<file path="src/hdl/ffha_pkg.sv">
// Shared types and constants of the first-fit heap allocator.
`timescale 1ns / 1ps

package ffha_pkg;

   // Table geometry and heap constants.
   localparam int MAX_CHUNKS = 64;
   localparam int IDX_W      = $clog2(MAX_CHUNKS);
   localparam int LINK_W     = IDX_W + 1;
   localparam int HDR_BYTES  = 16;
   localparam int HEAP_BYTES = 65536;
   localparam int OFS_W      = 16;
   localparam int HSIZE_W    = 17;

   localparam logic [LINK_W-1:0] NIL = LINK_W'(MAX_CHUNKS);

   // Command codes.
   localparam logic [1:0] MODE_ALLOC  = 2'd0;
   localparam logic [1:0] MODE_FREE   = 2'd1;
   localparam logic [1:0] MODE_REINIT = 2'd2;

   // Status codes.
   localparam logic [1:0] ST_OK      = 2'd0;
   localparam logic [1:0] ST_ZERO    = 2'd1;
   localparam logic [1:0] ST_NO_FIT  = 2'd2;
   localparam logic [1:0] ST_BAD_FREE = 2'd3;

   // One chunk table entry.
   typedef struct packed {
      logic [OFS_W-1:0]  start;
      logic [OFS_W-1:0]  size;
      logic              used;
      logic [LINK_W-1:0] next;
      logic [LINK_W-1:0] prev;
   } entry_type;

   localparam int ENTRY_W = $bits(entry_type);

   // Command beat.
   typedef struct packed {
      logic [1:0]       mode;
      logic [OFS_W-1:0] request_size;
      logic [OFS_W-1:0] free_address;
   } req_type;

   // Result beat.
   typedef struct packed {
      logic [1:0]       status;
      logic [OFS_W-1:0] address;
   } rsp_type;

   // Control of the spare slot stack.
   typedef struct packed {
      logic             init;
      logic             pop;
      logic             push;
      logic [IDX_W-1:0] slot;
   } spare_ctl_type;

endpackage

</file>
<file path="src/hdl/ffha_ram.sv">
// Generic single-write, single-read RAM with registered read data.
`timescale 1ns / 1ps

module ffha_ram #(
   parameter int WIDTH = 8,
   parameter int DEPTH = 64
) (
   input  logic                     clock,
   input  logic                     wr_en,
   input  logic [$clog2(DEPTH)-1:0] wr_addr,
   input  logic [WIDTH-1:0]         wr_data,
   input  logic [$clog2(DEPTH)-1:0] rd_addr,
   output logic [WIDTH-1:0]         rd_data
);

   logic [WIDTH-1:0] mem_ff [DEPTH];

   // Write port and registered read port.
   always_ff @(posedge clock) begin
      if (wr_en) begin
         mem_ff[wr_addr] <= wr_data;
      end
      rd_data <= mem_ff[rd_addr];
   end

endmodule

</file>
<file path="src/hdl/ffha_spare_stack.sv">
// Stack of spare chunk table slots, held in a RAM with a fill mark.
`timescale 1ns / 1ps

module ffha_spare_stack
   import ffha_pkg::*;
(
   input  logic              clock,
   input  logic              reset,
   input  spare_ctl_type     ctl,
   output logic [IDX_W-1:0]  top,
   output logic [LINK_W-1:0] count
);

   logic [LINK_W-1:0] count_ff;
   logic [LINK_W-1:0] low_ff;
   logic [LINK_W-1:0] top_pos;
   logic [IDX_W-1:0]  rd_data;

   assign top_pos = count_ff - LINK_W'(1);
   assign count   = count_ff;

   // Positions below the low-water mark still hold their rebuild value.
   assign top = (top_pos < low_ff) ? count_ff[IDX_W-1:0] : rd_data;

   ffha_ram #(
      .WIDTH(IDX_W),
      .DEPTH(MAX_CHUNKS)
   ) u_ram (
      .clock  (clock),
      .wr_en  (ctl.push),
      .wr_addr(count_ff[IDX_W-1:0]),
      .wr_data(ctl.slot),
      .rd_addr(top_pos[IDX_W-1:0]),
      .rd_data(rd_data)
   );

   // Fill count and low-water mark.
   always_ff @(posedge clock) begin
      if (reset || ctl.init) begin
         count_ff <= LINK_W'(MAX_CHUNKS - 1);
         low_ff   <= LINK_W'(MAX_CHUNKS - 1);
      end else if (ctl.pop) begin
         count_ff <= top_pos;
         if (top_pos < low_ff) begin
            low_ff <= top_pos;
         end
      end else if (ctl.push) begin
         count_ff <= count_ff + LINK_W'(1);
      end
   end

endmodule

</file>
<file path="src/hdl/first_fit_heap_allocator.sv">
// Top level of the first-fit heap allocator: command sequencer over the chunk table.
`timescale 1ns / 1ps

// Usage: drive req_item and raise start while busy is low; the command beat
// is taken at that edge and busy rises, but for a zero-size allocate or an
// unused mode, which are answered from idle. Modes are allocate, free and
// reinitialise. Exactly one result beat follows on rsp_item, marked by
// rsp_valid for a single cycle; the receiver cannot hold it off, so it
// must take it then. busy, if it rose, falls in the cycle the result is shown.
// Allocate and free walk the chunk list one table read per cycle, over at
// most 64 chunks; reinitialise rebuilds the single free chunk in S_INIT.
// One command is in flight at a time; the one-read-per-cycle chunk table
// RAM sets the walk rate. heap_size is to be written through csr_wr_en /
// csr_wr_data only while idle (the block does not enforce this) and takes
// effect at the next reinitialise. After reset the block builds the single
// free chunk in S_INIT, with busy high, and gives no result beat for it.
module first_fit_heap_allocator
   import ffha_pkg::*;
(
   input  logic                 clock,
   input  logic                 reset,
   input  logic                 start,
   output logic                 busy,
   input  req_type              req_item,
   output logic                 rsp_valid,
   output rsp_type              rsp_item,
   input  logic                 csr_wr_en,
   input  logic [HSIZE_W-1:0]   csr_wr_data
);

   typedef enum logic [3:0] {
      S_IDLE, S_INIT, S_A_WALK, S_A_W1, S_A_W2, S_A_W3,
      S_F_WALK, S_F_RX, S_F_RZ, S_F_RA, S_F_W1, S_F_W2
   } state_type;

   state_type         state_ff;
   logic              pend_ff;
   logic [HSIZE_W-1:0] heap_size_ff;
   req_type           req_ff;
   logic [IDX_W-1:0]  idx_ff;
   logic [IDX_W-1:0]  y_ff;
   logic              split_ff;
   entry_type         cur_ff;
   entry_type         xd_ff;
   entry_type         zd_ff;
   entry_type         ad_ff;
   logic              rsp_valid_ff;
   logic              rsp_valid_in;
   rsp_type           rsp_ff;

   logic              wr_en_in;
   logic [IDX_W-1:0]  wr_addr_in;
   entry_type         wr_entry_in;
   logic [IDX_W-1:0]  rd_addr_in;
   logic [ENTRY_W-1:0] rd_data;
   entry_type         rd;
   spare_ctl_type     spare_ctl;
   logic [IDX_W-1:0]  spare_top;
   logic [LINK_W-1:0] spare_count;

   logic              fit;
   logic              match;
   logic              last;
   logic              split;
   logic [HSIZE_W-1:0] total;
   logic [HSIZE_W-1:0] init_size;
   logic              merge_l;
   logic              merge_r;
   logic [IDX_W-1:0]  keep_idx;
   entry_type         keep_base;
   logic [HSIZE_W-1:0] add_y;
   logic [HSIZE_W-1:0] add_z;
   logic [HSIZE_W-1:0] keep_size;
   logic [LINK_W-1:0] succ_idx;
   entry_type         succ_entry;

   assign rd        = entry_type'(rd_data);
   assign busy      = (state_ff != S_IDLE);
   assign rsp_valid = rsp_valid_ff;
   assign rsp_item  = rsp_ff;

   // Walk decisions on the entry just read.
   assign fit   = !rd.used && (rd.size >= req_ff.request_size);
   assign match = ({1'b0, rd.start} + HSIZE_W'(HDR_BYTES)) == {1'b0, req_ff.free_address};
   assign last  = (rd.next == NIL);
   assign split = ({1'b0, rd.size} >= ({1'b0, req_ff.request_size} + HSIZE_W'(HDR_BYTES + 1)))
                  && (spare_count != '0);

   // Size of the single chunk built on reset or reinitialise, clamped and saturated.
   assign total     = (heap_size_ff > HSIZE_W'(HEAP_BYTES)) ? HSIZE_W'(HEAP_BYTES)
                                                              : heap_size_ff;
   assign init_size = (total > HSIZE_W'(HDR_BYTES)) ? total - HSIZE_W'(HDR_BYTES) : '0;

   // Merge plan for a free, from the captured neighbours.
   assign merge_l    = (cur_ff.prev != NIL) && !xd_ff.used;
   assign merge_r    = (cur_ff.next != NIL) && !zd_ff.used;
   assign keep_idx   = merge_l ? cur_ff.prev[IDX_W-1:0] : idx_ff;
   assign keep_base  = merge_l ? xd_ff : cur_ff;
   assign add_y      = merge_l ? ({1'b0, cur_ff.size} + HSIZE_W'(HDR_BYTES)) : '0;
   assign add_z      = merge_r ? ({1'b0, zd_ff.size} + HSIZE_W'(HDR_BYTES)) : '0;
   assign keep_size  = {1'b0, keep_base.size} + add_y + add_z;
   assign succ_idx   = merge_r ? zd_ff.next : cur_ff.next;
   assign succ_entry = merge_r ? ad_ff : zd_ff;

   // Table and spare stack accesses for each state.
   always_comb begin
      wr_en_in       = 1'b0;
      wr_addr_in     = '0;
      wr_entry_in    = cur_ff;
      rd_addr_in     = '0;
      spare_ctl      = '0;
      case (state_ff)
         S_INIT: begin
            wr_en_in          = 1'b1;
            wr_entry_in.start = '0;
            wr_entry_in.size  = init_size[OFS_W-1:0];
            wr_entry_in.used  = 1'b0;
            wr_entry_in.next  = NIL;
            wr_entry_in.prev  = NIL;
            spare_ctl.init    = 1'b1;
         end
         S_A_WALK: begin
            rd_addr_in    = rd.next[IDX_W-1:0];
            spare_ctl.pop = fit && split;
         end
         S_A_W1: begin
            wr_en_in         = 1'b1;
            wr_addr_in       = idx_ff;
            wr_entry_in.used = 1'b1;
            if (split_ff) begin
               wr_entry_in.size = req_ff.request_size;
               wr_entry_in.next = {1'b0, y_ff};
            end
         end
         S_A_W2: begin
            wr_en_in          = 1'b1;
            wr_addr_in        = y_ff;
            wr_entry_in.start = cur_ff.start + req_ff.request_size + OFS_W'(HDR_BYTES);
            wr_entry_in.size  = cur_ff.size - req_ff.request_size - OFS_W'(HDR_BYTES);
            wr_entry_in.used  = 1'b0;
            wr_entry_in.next  = cur_ff.next;
            wr_entry_in.prev  = {1'b0, idx_ff};
         end
         S_A_W3: begin
            wr_en_in         = 1'b1;
            wr_addr_in       = cur_ff.next[IDX_W-1:0];
            wr_entry_in      = zd_ff;
            wr_entry_in.prev = {1'b0, y_ff};
         end
         S_F_WALK: begin
            rd_addr_in = (match && rd.used) ? rd.prev[IDX_W-1:0] : rd.next[IDX_W-1:0];
         end
         S_F_RX: begin
            rd_addr_in = cur_ff.next[IDX_W-1:0];
         end
         S_F_RZ: begin
            rd_addr_in = rd.next[IDX_W-1:0];
         end
         S_F_W1: begin
            wr_en_in         = 1'b1;
            wr_addr_in       = keep_idx;
            wr_entry_in      = keep_base;
            wr_entry_in.size = keep_size[OFS_W-1:0];
            wr_entry_in.used = 1'b0;
            wr_entry_in.next = merge_r ? zd_ff.next : cur_ff.next;
            spare_ctl.push   = merge_l || merge_r;
            spare_ctl.slot   = merge_l ? idx_ff : cur_ff.next[IDX_W-1:0];
         end
         S_F_W2: begin
            wr_en_in         = (merge_l || merge_r) && (succ_idx != NIL);
            wr_addr_in       = succ_idx[IDX_W-1:0];
            wr_entry_in      = succ_entry;
            wr_entry_in.prev = {1'b0, keep_idx};
            spare_ctl.push   = merge_l && merge_r;
            spare_ctl.slot   = cur_ff.next[IDX_W-1:0];
         end
         default: begin
            rd_addr_in = '0;
         end
      endcase
   end

   // The result beat is shown in the cycle after each command finishes.
   always_comb begin
      case (state_ff)
         S_IDLE: begin
            rsp_valid_in = start && ((req_item.mode == MODE_ALLOC)
                                     ? (req_item.request_size == '0)
                                     : ((req_item.mode != MODE_FREE) &&
                                        (req_item.mode != MODE_REINIT)));
         end
         S_INIT: begin
            rsp_valid_in = pend_ff;
         end
         S_A_WALK: begin
            rsp_valid_in = !fit && last;
         end
         S_A_W1: begin
            rsp_valid_in = !split_ff;
         end
         S_A_W2: begin
            rsp_valid_in = (cur_ff.next == NIL);
         end
         S_A_W3: begin
            rsp_valid_in = 1'b1;
         end
         S_F_WALK: begin
            rsp_valid_in = !(match && rd.used) && (match || last);
         end
         S_F_W2: begin
            rsp_valid_in = 1'b1;
         end
         default: begin
            rsp_valid_in = 1'b0;
         end
      endcase
   end

   ffha_ram #(
      .WIDTH(ENTRY_W),
      .DEPTH(MAX_CHUNKS)
   ) u_table (
      .clock  (clock),
      .wr_en  (wr_en_in),
      .wr_addr(wr_addr_in),
      .wr_data(wr_entry_in),
      .rd_addr(rd_addr_in),
      .rd_data(rd_data)
   );

   ffha_spare_stack u_spare (
      .clock(clock),
      .reset(reset),
      .ctl  (spare_ctl),
      .top  (spare_top),
      .count(spare_count)
   );

   // Configuration register.
   always_ff @(posedge clock) begin
      if (reset) begin
         heap_size_ff <= HSIZE_W'(HEAP_BYTES);
      end else if (csr_wr_en) begin
         heap_size_ff <= csr_wr_data;
      end
   end

   // Command sequencer and result beat.
   always_ff @(posedge clock) begin
      if (reset) begin
         state_ff     <= S_INIT;
         pend_ff      <= 1'b0;
         rsp_valid_ff <= 1'b0;
      end else begin
         rsp_valid_ff <= rsp_valid_in;
         case (state_ff)
            S_IDLE: begin
               if (start) begin
                  req_ff         <= req_item;
                  idx_ff         <= '0;
                  rsp_ff.status  <= ((req_item.mode == MODE_ALLOC) &&
                                     (req_item.request_size == '0)) ? ST_ZERO : ST_OK;
                  rsp_ff.address <= '0;
                  case (req_item.mode)
                     MODE_ALLOC: begin
                        if (req_item.request_size != '0) begin
                           state_ff <= S_A_WALK;
                        end
                     end
                     MODE_FREE: begin
                        state_ff <= S_F_WALK;
                     end
                     MODE_REINIT: begin
                        pend_ff  <= 1'b1;
                        state_ff <= S_INIT;
                     end
                     default: begin
                        state_ff <= S_IDLE;
                     end
                  endcase
               end
            end
            S_INIT: begin
               pend_ff      <= 1'b0;
               state_ff     <= S_IDLE;
            end
            S_A_WALK: begin
               if (fit) begin
                  cur_ff         <= rd;
                  split_ff       <= split;
                  y_ff           <= spare_top;
                  rsp_ff.address <= rd.start + OFS_W'(HDR_BYTES);
                  state_ff       <= S_A_W1;
               end else if (last) begin
                  rsp_ff.status <= ST_NO_FIT;
                  state_ff      <= S_IDLE;
               end else begin
                  idx_ff <= rd.next[IDX_W-1:0];
               end
            end
            S_A_W1: begin
               zd_ff <= rd;
               if (split_ff) begin
                  state_ff <= S_A_W2;
               end else begin
                  state_ff <= S_IDLE;
               end
            end
            S_A_W2: begin
               if (cur_ff.next != NIL) begin
                  state_ff <= S_A_W3;
               end else begin
                  state_ff <= S_IDLE;
               end
            end
            S_A_W3: begin
               state_ff     <= S_IDLE;
            end
            S_F_WALK: begin
               if (match && rd.used) begin
                  cur_ff   <= rd;
                  state_ff <= S_F_RX;
               end else if (match || last) begin
                  rsp_ff.status <= ST_BAD_FREE;
                  state_ff      <= S_IDLE;
               end else begin
                  idx_ff <= rd.next[IDX_W-1:0];
               end
            end
            S_F_RX: begin
               xd_ff    <= rd;
               state_ff <= S_F_RZ;
            end
            S_F_RZ: begin
               zd_ff    <= rd;
               state_ff <= S_F_RA;
            end
            S_F_RA: begin
               ad_ff    <= rd;
               state_ff <= S_F_W1;
            end
            S_F_W1: begin
               state_ff <= S_F_W2;
            end
            S_F_W2: begin
               state_ff     <= S_IDLE;
            end
            default: begin
               state_ff <= S_IDLE;
            end
         endcase
      end
   end

endmodule
</file>
<file path="config.mk">
export PLATFORM = sky130hd
export DESIGN_NAME = first_fit_heap_allocator
export DESIGN_NICKNAME = d
export VERILOG_FILES = /design/src/hdl/ffha_pkg.sv /design/src/hdl/ffha_ram.sv /design/src/hdl/ffha_spare_stack.sv /design/src/hdl/first_fit_heap_allocator.sv
export SDC_FILE = /design/constraint.sdc
export NUM_CORES = 2
export LEC_CHECK = 0
export ABC_AREA = 1
export CELL_PAD_IN_SITES_DETAIL_PLACEMENT = 1
export CELL_PAD_IN_SITES_GLOBAL_PLACEMENT = 1
export CORE_ASPECT_RATIO = 1.5
export CORE_MARGIN = 4
export CORE_UTILIZATION = 41
export DETAILED_ROUTE_END_ITERATION = 16
export DONT_BUFFER_PORTS = 1
export PLACE_DENSITY = 0.74
export SLEW_MARGIN = 20
export SYNTH_ARGS = -nofsm -noshare
export SYNTH_HDL_FRONTEND = slang
export SYNTH_SLANG_ARGS = --single-unit
</file>
<file path="constraint.sdc">
create_clock -name clock -period 14.3 [get_ports clock]
set_input_delay 2.145 -clock clock [delete_from_list [all_inputs] [get_ports clock]]
set_output_delay 2.145 -clock clock [all_outputs]
set_load 0.01 [all_outputs]
</file>
==> parameters.txt <==
Parameter                              Value

Yosys
  Sequential share of the synthesized area    around two thirds
  Count of flip-flops with a built-in enable after synthesis    between 3000 and 4000
  Synth warnings    0
  Cells after synthesis    roughly 15000
  Simple-gate portion of the synthesized area    approximately a fifth
  Fraction of synthesis flops using an asynchronous set or reset pin    0%
  Post-synthesis mux area share    0.00611%
  Most used flip-flop cell after synthesis    sky130_fd_sc_hd__edfxtp_1
  Synthesized-area fraction occupied by adder cells    roughly 1.1%
  #FFs+latches synth    around 3700
  Fraction of the mapped netlist area in compound gates    about 2.9%
  Mean post-synth cell area    11.0 um2
  Distinct cells, synth    58
  Cell area after synthesis    164000 um2
  Net Count, Synth    15000
  Combinational family with the most area after synthesis    simple AND/OR/NAND/NOR gates
  XOR/XNOR Fraction of Synth Area    less than 1%

Layout
  Number of filler instances in the final layout    42500
  Layout cell share with drive strength beyond 1    under 10%
  P&R area growth vs syn    10.5%
  NumNets Final    ~15000
  Post-layout utilization of the core    between 40% and 50%

Global routing
  GR Overflow Total    0
  Via count of the first global-routing pass    123000
  Global-route wire length before repair    ~800000 um
  Largest net degree at the start of global routing    about 180
  Number of antenna violations at the first check in global routing    15
  GRT Util Overall    between 20% and 30%

Setup path
  Endpoint of the lowest-slack register-to-register path    u_table.rd_data[8]$_DFF_P_
  CP Class    flop to flop
  Maximum fanout along the worst path    96
  Arr. time, crit path    ~8.3 ns
  Critical path launch point type    flop
  Setup slack of the most critical reg-to-reg path    6.90 ns
  Endpoint required time on the critical path    15.18 ns
  CP startpoint    u_table.rd_data[36]$_DFF_P_
  Worst reg2reg startpoint    u_table.rd_data[36]$_DFF_P_
  Nature of the critical path endpoint    flop
  FF-to-FF path depth    23

Floorplanning
  Starting density of the core    between 40% and 50%
  Boundary pin count    75
  Area of the placeable core    398000 um2
  Die Width    roughly 520 um
  Std-Cell Rows    around 280
  Floorplan die area    410000 um2
  Die extent in y    about 780 um

CTS
  Post-cts repair resize count    0
  Clock slew seen by the registers of the worst setup and hold paths    around 0.08 ns
  Clock tree from TritonCTS    done
  Post-CTS Hold Buffers    0
  Clock Tree Root    sky130_fd_sc_hd__clkbuf_16
  CTS Sinks    between 3000 and 4000
  CTS Buf Count    342
  Number of post-CTS setup repair buffers    0
  Clock H-tree levels    5
  Deepest clock path buffer count    4
  Clock latency on the worst-skew pair    0.95 ns

STA
  Relative max-transition margin    approximately a fifth
  Maximum clock frequency    about 0.14 GHz
  Final max-slew violation count    0
  Slew at the pin with the worst max-slew slack    between 1 and 1.5 ns
  Clock tree skew after final layout    0.0632 ns
  Final worst path period share    between 50 and 60%
  Unrepaired setup endpoints after global routing    false
  Setup-violating endpoint count in the final report    0
  Final Hold Violating Endpoints    0
  Time the worst path needs with I/O delays and setup    around 7.4 ns
  Sum Neg Setup Slack    0 ns

Power and ir drop
  Leak    around 0.067 uW
  Power density over the cells    133 nW/um2
  Largest vdd supply drop    about 0.00011 V

Min path
  Min-delay src    u_spare.low_ff[6]$_SDFFE_PP0P_
  Hold path cells    2
  Type of the worst min-delay path    flop to flop
  End point of the worst hold path    u_spare.low_ff[6]$_SDFFE_PP0P_

Placement
  Final weighted congestion in routability-driven placement    0.868
  HPWL after detailed placement    between 200000 and 300000 um
  Number of port buffers    0

Route
  Routed length per placed instance    27.1 um
  Vias post-DR    117000
  Total detailed-routing wirelength    544000 um
  First-pass detailed-route iteration total    6
  DRC errors left    0
  Antenna viol nets, final    0
  Violation count after the first detailed-route iteration    12100
  Post-DR vias/cell    about 5.8

Run
  Max-capacitance violation count    0

Status
  Status    completed
registers in the layout, indices dropped and copies added (netlist names):
signal,cells
u_spare.count,7
state_ff,4
req_ff,32
y_ff,6
u_table.rd_data,47
rsp_valid,1
u_spare.u_ram.rd_data,6
zd_ff,40
u_spare.low_ff,7
u_table.mem_ff,3008
ad_ff,40
heap_size_ff,17
pend_ff,1
u_spare.u_ram.mem_ff,384
rsp_item,18
idx_ff,6
split_ff,1
cur_ff,47
xd_ff,40
synthesized netlist by cell type, drive strengths merged, types with 3 or more instances:
cell	n	area share [%]
o21bai	6	0.027
fa	18	0.22
o21ai	378	1.2
xnor2	7	0.037
a32oi	7	0.037
nor3	35	0.11
a21oi	133	0.41
buf	545	1.7
a21o	7	0.032
o21a	4	0.018
nand3	3441	11
nor2	536	1.2
clkbuf	377	0.86
a31oi	10	0.038
o2111ai	9	0.048
o221ai	80	0.43
nand3b	804	3.7
a211oi	6	0.027
o211ai	35	0.16
clkinv	7	0.016
a2111oi	6	0.032
nor4	16	0.061
nand2	2353	5.4
a221oi	32	0.17
inv	2001	4.6
o31ai	3	0.014
dfxtp	90	1.1
xor2	34	0.18
nand4	36	0.15
ha	119	0.91
o22ai	51	0.19
edfxtp	3622	66
or2	8	0.031
final cells by class:
class | instances | area [um2] | share of cell area [%]
Timing Repair Buffer | 292 | 2500 | 1.38
Antenna cell | 3 | 7.51 | 0.00414
Sequential cell | 3712 | 111000 | 61.0
Clock buffer | 453 | 9320 | 5.15
Inverter | 2008 | 7560 | 4.17
Tap cell | 5291 | 6620 | 3.65
Multi-Input combinational cell | 8193 | 43000 | 23.7
Clock inverter | 163 | 1630 | 0.899
worst max-delay path: stages (launching register included):
cell	delay (ns)
sky130_fd_sc_hd__dfxtp_1	0.81
sky130_fd_sc_hd__ha_1	0.35
sky130_fd_sc_hd__nand2_2	0.15
sky130_fd_sc_hd__nor2_2	0.22
sky130_fd_sc_hd__nand2_1	0.11
sky130_fd_sc_hd__nand2_1	0.09
sky130_fd_sc_hd__nand3_1	0.08
sky130_fd_sc_hd__nand2_1	0.08
sky130_fd_sc_hd__nand3_1	0.10
sky130_fd_sc_hd__nor2_2	0.43
sky130_fd_sc_hd__nand4_4	0.28
sky130_fd_sc_hd__inv_2	0.24
sky130_fd_sc_hd__nand2_8	0.41
sky130_fd_sc_hd__nand2_8	0.80
sky130_fd_sc_hd__buf_4	0.79
sky130_fd_sc_hd__buf_4	0.95
sky130_fd_sc_hd__nand2_1	0.14
sky130_fd_sc_hd__nand3_1	0.12
sky130_fd_sc_hd__nand2_1	0.08
sky130_fd_sc_hd__nand2_1	0.07
sky130_fd_sc_hd__nand3_1	0.17
sky130_fd_sc_hd__nand3_1	0.17
sky130_fd_sc_hd__nand3_1	0.28
sky130_fd_sc_hd__nand2_1	0.17
metrics by stage:
step / cells / cell area, um2 / total power [uW] / hold WS (ns) / setup WS, ns
6_report: 20100 / 181000 / 24200 / 0.465 / 6.90
3_5_place_dp: 19500 / 170000 / 15100 / 0.444 / 7.05
3_3_place_gp: 19500 / 170000 / 15000 / 0.408 / 7.14
4_1_cts: 20100 / 181000 / 24300 / 0.459 / 7.05
5_1_grt: 20100 / 181000 / 24900 / 0.460 / 6.60
2_1_floorplan: 14800 / 164000 / 14000 / 0.404 / 7.22
how the worst max path moves through the flow:
stage | endpoint | cells past startpoint
finish | u_table.rd_data[8]$_DFF_P_ | 23
global route | u_table.rd_data[8]$_DFF_P_ | 23
CTS | u_table.rd_data[8]$_DFF_P_ | 23
detailed placement | u_table.rd_data[8]$_DFF_P_ | 23
global placement | u_table.rd_data[10]$_DFF_P_ | 22
floorplan | u_table.mem_ff[0][15]$_DFFE_PP_ | 13
power breakdown:
part | leakage [uW] | switching (uW) | internal [uW]
clock network | 0.00538 | 4130 | 5140
registers | 0.0329 | 253 | 12500
logic | 0.0288 | 1670 | 465
total | 0.0671 | 6050 | 18100
cells in the final DEF (no fill, tap or decap), drive strengths merged, types with 90 or more instances in the layout:
master,instances
clkbuf,453
buf,292
nand3,3441
o21ai,378
nand3b,804
clkinv,126
inv,2009
nand2,2353
a21oi,133
nor2,536
ha,119
edfxtp,3622
dfxtp,90
per-layer routing:
layer	wire length, um	vias up	GRT usage, %
met5	27	-	0
met4	28400	4	12.1
li1	-	50800	-
met1	205000	60100	31.4
met2	275000	4897	45.8
met3	36400	1363	3.17
logic make-up after synthesis:
logic type | Yosys count
buffers and inverters | 2930
flip-flops | 3712
adder cells (fa/ha/maj) | 137
AND/OR/NAND/NOR | 7232
multiplexers | 1
XOR/XNOR | 41
AO/OA/AOI/OAI | 782
(Power assumes the default switching activity.)
